File: config.mk
export PLATFORM = sky130hd
export DESIGN_NAME = xmodem_crc_receiver
export DESIGN_NICKNAME = d
export VERILOG_FILES = /design/src/hw/rtl/xcrc_pkg.sv /design/src/hw/rtl/xmodem_crc_receiver.sv /design/src/hw/rtl/xcrc_crc16_byte.sv
export SDC_FILE = /design/constraint.sdc
export NUM_CORES = 1
export LEC_CHECK = 0
export BUFFER_PORTS_ARGS = -buffer_cell sky130_fd_sc_hd__buf_2
export CORE_UTILIZATION = 45
export DETAILED_ROUTE_END_ITERATION = 8
export GPL_TIMING_DRIVEN = 0
export HOLD_SLACK_MARGIN = 0.05
export SETUP_SLACK_MARGIN = 0.15
export SLEW_MARGIN = 40
export SYNTH_ARGS = -nofsm -noshare
export SYNTH_HDL_FRONTEND = slang
export SYNTH_SLANG_ARGS = --single-unit
export TNS_END_PERCENT = 20
File: constraint.sdc
create_clock -name clk -period 9.83 [get_ports clk]
set_input_delay 1.966 -clock clk [delete_from_list [all_inputs] [get_ports clk]]
set_output_delay 1.966 -clock clk [all_outputs]
set_load 0.02 [all_outputs]
File: src/hw/rtl/xcrc_pkg.sv
// xcrc_pkg: shared types and constants for the XMODEM-CRC receiver.
// Holds beat structs, the phase and result-kind enums and protocol symbols.
// No dependencies.
package xcrc_pkg;

	localparam int BLOCK_BYTES   = 128;
	localparam int INDEX_BITS    = $clog2(BLOCK_BYTES);
	localparam int ADDR_OUT_BITS = 16;

	localparam logic [INDEX_BITS-1:0] LAST_INDEX = INDEX_BITS'(BLOCK_BYTES - 1);

	// protocol symbols
	localparam logic [7:0] SYM_SOH = 8'h01;
	localparam logic [7:0] SYM_EOT = 8'h04;
	localparam logic [7:0] SYM_ACK = 8'h06;
	localparam logic [7:0] SYM_NAK = 8'h15;
	localparam logic [7:0] SYM_REQ = 8'h43;

	localparam logic [15:0] CRC_POLY = 16'h1021;
	localparam logic [15:0] CRC_MSB  = 16'h8000;

	// configuration reset values
	localparam logic [7:0] RETRY_TICKS_RST  = 8'd200;
	localparam logic [7:0] DOWNLOAD_KEY_RST = 8'd100;

	// configuration register indexes
	localparam logic REG_RETRY_TICKS  = 1'b0;
	localparam logic REG_DOWNLOAD_KEY = 1'b1;

	// input action codes
	localparam logic ACT_BYTE = 1'b0;
	localparam logic ACT_TICK = 1'b1;

	typedef enum logic [2:0] {
		PH_KEY,
		PH_SOH,
		PH_BLK,
		PH_CPL,
		PH_DATA,
		PH_CRCH,
		PH_CRCL,
		PH_HDR
	} phase_t;

	typedef enum logic [1:0] {
		KIND_TX     = 2'd0,
		KIND_DATA   = 2'd1,
		KIND_LAUNCH = 2'd2
	} kind_t;

	typedef struct packed {
		logic       action;
		logic [7:0] rx_byte;
	} in_beat_t;

	typedef struct packed {
		kind_t                    kind;
		logic [7:0]               tx_byte;
		logic [7:0]               data_byte;
		logic [ADDR_OUT_BITS-1:0] data_address;
		logic                     block_good;
		logic                     block_bad;
		logic                     session_end;
	} out_beat_t;

endpackage

File: src/hw/rtl/xmodem_crc_receiver.sv
// xmodem_crc_receiver: XMODEM-CRC download receiver, one beat per cycle.
// Results are registered: a result appears on out_valid in the cycle after its input beat is accepted.
// Throughput: one input beat per cycle; in_ready drops only while a result is held
// in the output register and out_ready is low.
// Reset (arst_n low, asynchronous): wait for the start key, registers at their
// defaults (retry_ticks 200, download_key 100), output register empty.
module xmodem_crc_receiver #(
	parameter int ADDRESS_BITS = 16
) (
	input  logic                clk,
	input  logic                arst_n,
	// input channel
	input  logic                in_valid,
	output logic                in_ready,
	input  xcrc_pkg::in_beat_t  in_data,
	// result channel
	output logic                out_valid,
	input  logic                out_ready,
	output xcrc_pkg::out_beat_t out_data,
	// configuration write port
	input  logic                cfg_we,
	input  logic                cfg_index,
	input  logic [7:0]          cfg_wdata
);

	// Address math runs at ADDRESS_BITS; the result field is fixed at 16 bits,
	// so widen to at least 16 before taking the low bits.
	localparam int ADDR_EXT_BITS = (ADDRESS_BITS > xcrc_pkg::ADDR_OUT_BITS) ?
		ADDRESS_BITS : xcrc_pkg::ADDR_OUT_BITS;
	localparam int IW = xcrc_pkg::INDEX_BITS;

	// configuration registers
	logic [7:0] retry_ticks_q;
	logic [7:0] download_key_q;

	// protocol state
	xcrc_pkg::phase_t  phase_q, phase_d;
	logic [7:0]        tick_count_q, tick_count_d;
	logic [7:0]        expected_block_q, expected_block_d;
	logic [IW-1:0]     byte_index_q, byte_index_d;
	logic [15:0]       running_crc_q, running_crc_d;
	logic [7:0]        crc_high_q, crc_high_d;
	logic [ADDRESS_BITS-1:0] base_addr_q, base_addr_d;

	// output register
	logic                out_valid_q;
	xcrc_pkg::out_beat_t out_data_q;

	logic                accept;
	logic                res_valid;
	xcrc_pkg::out_beat_t res;
	logic                do_clear;
	logic [15:0]         crc_next;
	logic [ADDRESS_BITS-1:0]  byte_addr;
	logic [ADDR_EXT_BITS-1:0] byte_addr_ext;

	// Take a new beat whenever the output register is empty or being drained.
	assign in_ready  = !out_valid_q || out_ready;
	assign accept    = in_valid && in_ready;
	assign out_valid = out_valid_q;
	assign out_data  = out_data_q;

	// Running CRC over the data bytes of the current block.
	xcrc_crc16_byte u_crc (
		.crc_in  (running_crc_q),
		.data_in (in_data.rx_byte),
		.crc_out (crc_next)
	);

	assign byte_addr     = base_addr_q + ADDRESS_BITS'(byte_index_q);
	assign byte_addr_ext = ADDR_EXT_BITS'(byte_addr);

	// Load a configuration register on every write; the sender keeps writes
	// to gaps with nothing in flight.
	always_ff @(posedge clk or negedge arst_n) begin
		if (!arst_n) begin
			retry_ticks_q  <= xcrc_pkg::RETRY_TICKS_RST;
			download_key_q <= xcrc_pkg::DOWNLOAD_KEY_RST;
		end else if (cfg_we) begin
			unique case (cfg_index)
				xcrc_pkg::REG_RETRY_TICKS:  retry_ticks_q  <= cfg_wdata;
				xcrc_pkg::REG_DOWNLOAD_KEY: download_key_q <= cfg_wdata;
				default: ;
			endcase
		end
	end

	// Next state and result for the accepted beat.
	always_comb begin
		phase_d          = phase_q;
		tick_count_d     = tick_count_q;
		expected_block_d = expected_block_q;
		byte_index_d     = byte_index_q;
		running_crc_d    = running_crc_q;
		crc_high_d       = crc_high_q;
		base_addr_d      = base_addr_q;
		res              = '0;
		res_valid        = 1'b0;
		do_clear         = 1'b0;

		if (accept) begin
			if (in_data.action == xcrc_pkg::ACT_TICK) begin
				// Ticks only matter while requesting the first block.
				if (phase_q == xcrc_pkg::PH_SOH) begin
					if (tick_count_q == retry_ticks_q) begin
						res_valid    = 1'b1;
						res.kind     = xcrc_pkg::KIND_TX;
						res.tx_byte  = xcrc_pkg::SYM_REQ;
						tick_count_d = 8'd1;
					end else begin
						tick_count_d = tick_count_q + 8'd1;
					end
				end
			end else begin
				unique case (phase_q)
					xcrc_pkg::PH_KEY: begin
						if (in_data.rx_byte != download_key_q) begin
							do_clear  = 1'b1;
							res_valid = 1'b1;
							res.kind  = xcrc_pkg::KIND_LAUNCH;
						end else begin
							phase_d = xcrc_pkg::PH_SOH;
						end
					end
					xcrc_pkg::PH_SOH: begin
						if (in_data.rx_byte == xcrc_pkg::SYM_SOH) begin
							expected_block_d = 8'd1;
							base_addr_d      = '0;
							phase_d          = xcrc_pkg::PH_BLK;
						end
					end
					xcrc_pkg::PH_BLK: begin
						if (in_data.rx_byte == expected_block_q) begin
							phase_d = xcrc_pkg::PH_CPL;
						end else begin
							phase_d     = xcrc_pkg::PH_HDR;
							res_valid   = 1'b1;
							res.kind    = xcrc_pkg::KIND_TX;
							res.tx_byte = xcrc_pkg::SYM_NAK;
						end
					end
					xcrc_pkg::PH_CPL: begin
						if (~in_data.rx_byte == expected_block_q) begin
							byte_index_d  = '0;
							running_crc_d = '0;
							phase_d       = xcrc_pkg::PH_DATA;
						end else begin
							phase_d = xcrc_pkg::PH_HDR;
						end
					end
					xcrc_pkg::PH_DATA: begin
						res_valid        = 1'b1;
						res.kind         = xcrc_pkg::KIND_DATA;
						res.data_byte    = in_data.rx_byte;
						res.data_address = byte_addr_ext[xcrc_pkg::ADDR_OUT_BITS-1:0];
						running_crc_d    = crc_next;
						byte_index_d     = byte_index_q + IW'(1);
						if (byte_index_q == xcrc_pkg::LAST_INDEX) begin
							phase_d = xcrc_pkg::PH_CRCH;
						end
					end
					xcrc_pkg::PH_CRCH: begin
						crc_high_d = in_data.rx_byte;
						phase_d    = xcrc_pkg::PH_CRCL;
					end
					xcrc_pkg::PH_CRCL: begin
						phase_d   = xcrc_pkg::PH_HDR;
						res_valid = 1'b1;
						res.kind  = xcrc_pkg::KIND_TX;
						if ({crc_high_q, in_data.rx_byte} == running_crc_q) begin
							base_addr_d      = base_addr_q +
								ADDRESS_BITS'(xcrc_pkg::BLOCK_BYTES);
							expected_block_d = expected_block_q + 8'd1;
							res.tx_byte      = xcrc_pkg::SYM_ACK;
							res.block_good   = 1'b1;
						end else begin
							res.tx_byte   = xcrc_pkg::SYM_NAK;
							res.block_bad = 1'b1;
						end
					end
					xcrc_pkg::PH_HDR: begin
						// EOT ends the session; anything else is taken as SOH.
						if (in_data.rx_byte == xcrc_pkg::SYM_EOT) begin
							do_clear        = 1'b1;
							res_valid       = 1'b1;
							res.kind        = xcrc_pkg::KIND_TX;
							res.tx_byte     = xcrc_pkg::SYM_ACK;
							res.session_end = 1'b1;
						end else begin
							phase_d = xcrc_pkg::PH_BLK;
						end
					end
					default: do_clear = 1'b1;
				endcase
			end
		end

		// Launch and session end drop back to the start-key wait.
		if (do_clear) begin
			phase_d          = xcrc_pkg::PH_KEY;
			tick_count_d     = '0;
			expected_block_d = 8'd1;
			byte_index_d     = '0;
			running_crc_d    = '0;
			crc_high_d       = '0;
			base_addr_d      = '0;
		end
	end

	always_ff @(posedge clk or negedge arst_n) begin
		if (!arst_n) begin
			phase_q          <= xcrc_pkg::PH_KEY;
			tick_count_q     <= '0;
			expected_block_q <= 8'd1;
			byte_index_q     <= '0;
			running_crc_q    <= '0;
			crc_high_q       <= '0;
			base_addr_q      <= '0;
		end else begin
			phase_q          <= phase_d;
			tick_count_q     <= tick_count_d;
			expected_block_q <= expected_block_d;
			byte_index_q     <= byte_index_d;
			running_crc_q    <= running_crc_d;
			crc_high_q       <= crc_high_d;
			base_addr_q      <= base_addr_d;
		end
	end

	// Output register: load on every accepted beat, drop when drained.
	always_ff @(posedge clk or negedge arst_n) begin
		if (!arst_n) begin
			out_valid_q <= 1'b0;
		end else if (accept) begin
			out_valid_q <= res_valid;
		end else if (out_ready) begin
			out_valid_q <= 1'b0;
		end
	end

	always_ff @(posedge clk) begin
		if (accept && res_valid) begin
			out_data_q <= res;
		end
	end

endmodule

File: src/hw/rtl/xcrc_crc16_byte.sv
// xcrc_crc16_byte: one-byte CRC-16 update, polynomial 0x1021, MSB first.
// Depends on xcrc_pkg for the polynomial constants.
module xcrc_crc16_byte (
	input  logic [15:0] crc_in,
	input  logic [7:0]  data_in,
	output logic [15:0] crc_out
);

	always_comb begin
		logic [15:0] c;
		c = crc_in ^ {data_in, 8'h00};
		for (int k = 0; k < 8; k++) begin
			if ((c & xcrc_pkg::CRC_MSB) != 16'h0000) begin
				c = {c[14:0], 1'b0} ^ xcrc_pkg::CRC_POLY;
			end else begin
				c = {c[14:0], 1'b0};
			end
		end
		crc_out = c;
	end

endmodule

* Word-level counts from Yosys, hierarchy flattened *
Cells that the tools add are included.

word-level totals
  register bits after elaboration = 120
  word-level logic and storage cells = 155

operators by class
  add/subtract/negate cells = 5
  eq/ne operators = 22
  multiplexer cells = 73
  bitwise logic cells = 15
  reductions and logical operators = 23

operators by type and width
  cell                                                              count
  16-bit two-way mux                                                9
  8-bit two-way mux                                                 14
  13-bit two-way mux                                                8
  16-bit one-hot mux with 2 select lines                            2
  7-bit two-way mux                                                 6
  3-bit two-way mux                                                 9
  8-bit == test                                                     3
  3-bit inverter                                                    8
  3-bit one-hot mux with 8 select lines                             1
  8-bit one-hot mux with 3 select lines                             1
  16-bit by 7-bit adder with 16-bit output                          1
  16-bit by 8-bit adder with 16-bit output (second input constant)  1
  8-bit by 1-bit adder with 8-bit output (second input constant)    2
  16-bit == test                                                    1
  8-bit one-hot mux with 2 select lines                             1
  16-bit bitwise XOR                                                1
  3-bit != test (second input constant)                             5
  7-bit one-hot mux with 2 select lines                             1
  1-bit two-way mux                                                 13
  3-bit == test (second input constant)                             4
  10-bit two-way mux                                                1
  5-bit two-way mux                                                 2
  2-bit nonzero test                                                5
  3-bit OR reduction                                                3
  other kinds (26)                                                  36

* Logic depth before layout (Yosys ltp) *
  depth in word-level cells = 21
  gate-level depth with buffers = 10
  gate-level depth less buffers = 7

* Modules after synthesis *
Synthesis repeated with hierarchy kept, for this count alone.

unflattened totals
  cells, all modules = 478
  area total of the unflattened synthesis = 5688.0 µm²

by module, submodules not included
  module               times used  cells each  area each (µm²)  seq. area each (µm²)
  xmodem_crc_receiver  1           453         5296.3           2931.6
  xcrc_crc16_byte      1           25          391.6            0.0

* Least setup slack after synthesis *
OpenSTA, ideal clock, no wires.

  path kind = in2reg
  from = input port in_data[4] (netlist bit)
  to = register out_data_q, in the netlist out_data[0] (enable)
  library setup time = 0.474 ns
  data arrival time = 5.407 ns
  required time = 9.356 ns
  path slack = 3.949 ns
  cell stages on the path = 6
  buffers on the path = 1
  path through = buf_4 xor2_1 nor4_2 a2111oi_4 nor3_1 o21ai_0

between the ends
  word-level cells in the longest chain between the ends = 6

RTL lines
  item                                                              RTL line                                                                            text
  start: declaration                                                xmodem_crc_receiver.sv:15                                                           input xcrc_pkg::in_beat_t in_data,
  8-bit by 3-bit == test with 1-bit output (tied with other cells)  xmodem_crc_receiver.sv:183                                                          if (in_data.rx_byte == xcrc_pkg::SYM_EOT) begin
  1-bit two-way mux (on tied branches)                              xmodem_crc_receiver.sv:183, xmodem_crc_receiver.sv:117, xmodem_crc_receiver.sv:133
  1-bit one-hot mux with 4 select lines (*)                         xmodem_crc_receiver.sv:115                                                          unique case (phase_q)
  1-bit two-way mux (*)                                             xmodem_crc_receiver.sv:102                                                          if (in_data.action == xcrc_pkg::ACT_TICK) begin
  1-bit two-way mux (*)                                             xmodem_crc_receiver.sv:101                                                          if (accept) begin
  1-bit logical AND (*)                                             xmodem_crc_receiver.sv:242                                                          if (accept && res_valid) begin
  end signal: assignment                                            xmodem_crc_receiver.sv:243                                                          out_data_q <= res;
  end: declaration                                                  xmodem_crc_receiver.sv:47                                                           xcrc_pkg::out_beat_t out_data_q;

Every way passes the cells marked *; elsewhere a longest branch is shown, timed or not.
A chain may end at the register's enable or synchronous reset.

* Worst setup path in the final report *
  from = input port out_ready
  to = output port in_ready

between the ends
  word-level cells in the longest chain between the ends = 1

RTL lines
  item                RTL line                   text
  start: declaration  xmodem_crc_receiver.sv:18  input logic out_ready,
  1-bit logical OR    xmodem_crc_receiver.sv:58  assign in_ready = !out_valid_q || out_ready;
  end: declaration    xmodem_crc_receiver.sv:14  output logic in_ready,

Every way passes these cells.

==> flow_metrics.py <==
metrics = {
    "power_and_ir_drop": {
        "clkPwrFrac_pct": 26.7,
        "p_leak_nw": 2.79,
        "powerDensity_nw_per_um2": 221,
        "p_seq_share_pct": 45.8,
        "swShare_pct": 33.1,
        "irDropWorstVdd_v": 0.000111,
        "total_power_mw": 1.43,
        "p_int_mw": 0.955,
        "pwr-share-comb_pct": 27.5,
        "power_switching_mw": 0.472,
    },
    "route": {
        "ant_nets": 0,
        "drt-wirelength-per-cell_um": 16.3,
        "wl_met2_mm": 5.83,
        "top_layer_used": "met4",
        "firstDrtPassIters": 5,
        "wl_met3_um": 441,
        "vias": 4049,
        "viasPerCell": 5.37,
        "routed_wl_mm": 12.3,
        "met1_length_mm": 5.81,
        "dr.first_iter.drc_count": 260,
        "drc": 0,
    },
    "synth": {
        "synth-main-ff-cell": "dfrtp_1",
        "ys_types": 55,
        "synth-simple-area-share_pct": 16.9,
        "synth_top_area_cell": "dfrtp_1",
        "synth_top_family_by_area": "simple AND/OR/NAND/NOR gates",
        "synthAdderAreaFrac_pct": 0.891,
        "synth_warnings": 0,
        "synthXorXnorAreaFrac_pct": 9.98,
        "muxShareOfSynthArea_pct": 5.19,
        "yosys-top-cells-count": "dfrtp_1 (69), xor2_1 (49), nand2_1 (41), edfxtp_1 (34), o21ai_0 (33)",
        "synth_compound_area_share_pct": 11.0,
        "synthCells": 515,
        "synth-edff-count": 34,
        "syn_area_um2": 5620,
        "synth.most_common_cell": "dfrtp_1",
        "syn_area_per_cell_um2": 10.9,
        "synth_area_leaders": "dfrtp_1 (31%), edfxtp_1 (18%), xor2_1 (7.6%), mux2_2 (3.4%), dfstp_2 (3.3%)",
        "ys_seq_elements": 110,
        "synth_top_area_share_pct": 30.7,
        "async_flop_share_pct": 69.1,
        "ys_seq_area_share_pct": 52.2,
    },
    "sta": {
        "fmaxAchievable_ghz": 0.226,
        "rsz0062_at_grt": "no",
        "setup_viol_count_final": 0,
        "fin_crit_ns": 4.43,
        "setup_tns_ns": 0,
        "slew_headroom_pct": 57.3,
        "setup_ws_ns": 5.40,
        "final.period_utilization_pct": 45.1,
        "hold_viol_final": 0,
        "drv_slew": 0,
        "finClkSkew_ns": 0.00826,
        "max_slew.worst_pin.slew_ns": 0.640,
    },
    "finish": {
        "n_antenna_cell": 0,
        "nets": 608,
        "seqCellArea_um2": 2930,
        "multi_input_area_um2": 2490,
        "drive_gt1_share_pct": 21.5,
        "area_growth_pct": 15.1,
        "final_cells": 754,
        "fill_cells": 1122,
        "final_util_pct": 53.4,
    },
    "clock_tree": {
        "h-tree-depth": 3,
        "clkTransAtPathRegs_ns": 0.07,
        "cts_tree": "done",
        "clk_latency_ns": 0.36,
        "cts_sinks": 110,
        "cts-root-buf": "clkbuf_16",
        "cts_buffer_depth": 2,
        "cts_setup_buffers": 0,
        "cts_buffers": 9,
        "cts_resized": 0,
        "cts_hold_buf": 0,
    },
    "floorplanning": {
        "die_area_um2": 12900,
        "start_util_pct": 46.4,
        "fp.dieW_um": 114,
        "io_pins": 62,
        "coreArea_um2": 12100,
        "rows": 40,
        "die_h_um": 114,
    },
    "placed_design": {
        "dp.cells": 738,
        "place_congestion": 0.857,
        "post-place-ws_ns": 5.40,
        "hpwl_mm": 8.85,
        "io_buffers": 50,
    },
    "min_path": {
        "worstHoldPathType": "reg2reg",
        "hold_path_depth": 1,
        "hold_start": "base_addr_q[15]$_DFFE_PN0P_",
        "holdPathEnd": "base_addr_q[15]$_DFFE_PN0P_",
    },
    "global_route": {
        "grt_antenna_before_repair": 0,
        "grt_max_degree": 55,
        "grt_pass1_vias": 3988,
        "overflow": 0,
        "grt.total_usage_pct": 20.7,
        "grt_pass1_wl_mm": 20.4,
    },
    "worst_setup_path": {
        "cp_num_buf_inv": 2,
        "crit_fanout": 6,
        "endpoint_kind": "output port",
        "reg2reg_slack_ns": 7.20,
        "r2r-end": "base_addr_q[12]$_DFFE_PN0P_",
        "cpMostUsedCell": "buf_2",
        "arrival_ns": 2.46,
        "crit_slowest_cell": "nand2b_1",
        "r2r_start": "running_crc_q[11]$_DFFE_PN0P_",
        "cp_top_family": "buffers and inverters",
        "path_cells": "buf_2 > nand2b_1 > buf_2",
        "worstPathRequired_ns": 7.86,
        "path_class": "in2out",
        "worst-path-stages": 3,
        "reg2reg_depth": 7,
        "worst_setup_path_start_kind": "input port",
        "slowest_delay_ns": 0.21,
    },
    "run_status": {
        "status": "completed",
    },
    "run": {
        "maxCapViolCount": 0,
    },
}
## metal layers
| layer | vias to the layer above | track usage (%) |
|---|---|---|
| met5 | - | 0 |
| met4 | 0 | 8.77 |
| met3 | 15 | 3.51 |
| met2 | 92 | 33.9 |
| met1 | 1991 | 27.4 |
| li1 | 1951 | - |
## power groups by stage
stage | logic (mW) | registers (mW) | clock network [mW]
2_1_floorplan | 0.269 | 0.670 | 0
3_3_place_gp | 0.374 | 0.664 | 0
3_5_place_dp | 0.391 | 0.662 | 0
4_1_cts | 0.393 | 0.654 | 0.391
5_1_grt | 0.441 | 0.667 | 0.406
6_report | 0.393 | 0.654 | 0.380
## worst max path at each step
stage / start / slack, ns / to
finish: out_ready / 5.40 / in_ready
global route: out_ready / 5.38 / in_ready
CTS: out_ready / 5.40 / in_ready
detailed placement: out_ready / 5.40 / in_ready
global placement: in_data[0] / 2.56 / out_data[4]$_SDFFCE_PP0P_
floorplan: in_data[4] / 3.95 / out_data[0]$_SDFFCE_PP0P_
## flip-flops by register name, indices dropped and copies added (netlist names)
signal	flops
out_data	34
running_crc_q	16
base_addr_q	9
crc_high_q	8
download_key_q	8
expected_block_q	8
retry_ticks_q	8
tick_count_q	8
byte_index_q	7
phase_q	3
out_valid	1
## stage by stage
step	area (um2)	hold slack (ns)
6_report	6470	0.486
5_1_grt	6470	0.512
4_1_cts	6470	0.490
3_5_place_dp	6160	0.481
3_3_place_gp	6090	0.477
2_1_floorplan	5630	0.441
## layout make-up
| type | count | share of cell area (%) |
|---|---|---|
| plain buffers | 32 | 2.79 |
| inverters | 8 | 0.542 |
| repair buffers | 53 | 4.86 |
| well taps | 168 | 3.25 |
| clock buffers | 10 | 3.54 |
| multi-input cells | 367 | 38.5 |
| clock inverters | 6 | 1.20 |
| flip-flops and latches | 110 | 45.3 |
## logic make-up (layout without fill, tap and decap cells)
| kind of cell | count (synthesis) | in the layout |
|---|---|---|
| buffers and inverters | 40 | 109 |
| DFF | 110 | 110 |
| and+or+nand+nor | 175 | 175 |
| other | 1 | 3 |
| adders and majority gates | 4 | 4 |
| xor gates and xnor gates | 64 | 64 |
| muxes | 27 | 27 |
| AOI/OAI and AO/OA | 94 | 94 |
## layout by cell type, fill, tap and decap left out, types with 4 or more instances in the layout
cell type and n:
dfrtp_1 69, buf_2 58, xor2_1 49, nand2_1 41, edfxtp_1 34, nor2_1 32
o21ai_0 32, and2_1 25, a21oi_1 22, mux2_2 17, xnor2_1 15, clkbuf_1 14
nand3_1 12, nor3_1 10, mux2i_1 10, nor4_1 9, clkbuf_16 9, nand4_1 8
nand2b_1 7, buf_4 7, inv_1 7, a21o_1 7, dfstp_2 7, or3_1 6
or2_2 5, a221o_1 5, buf_6 4, o31ai_1 4, and3_1 4, a22o_1 4
ha_1 4
(Power assumes the default switching activity.)
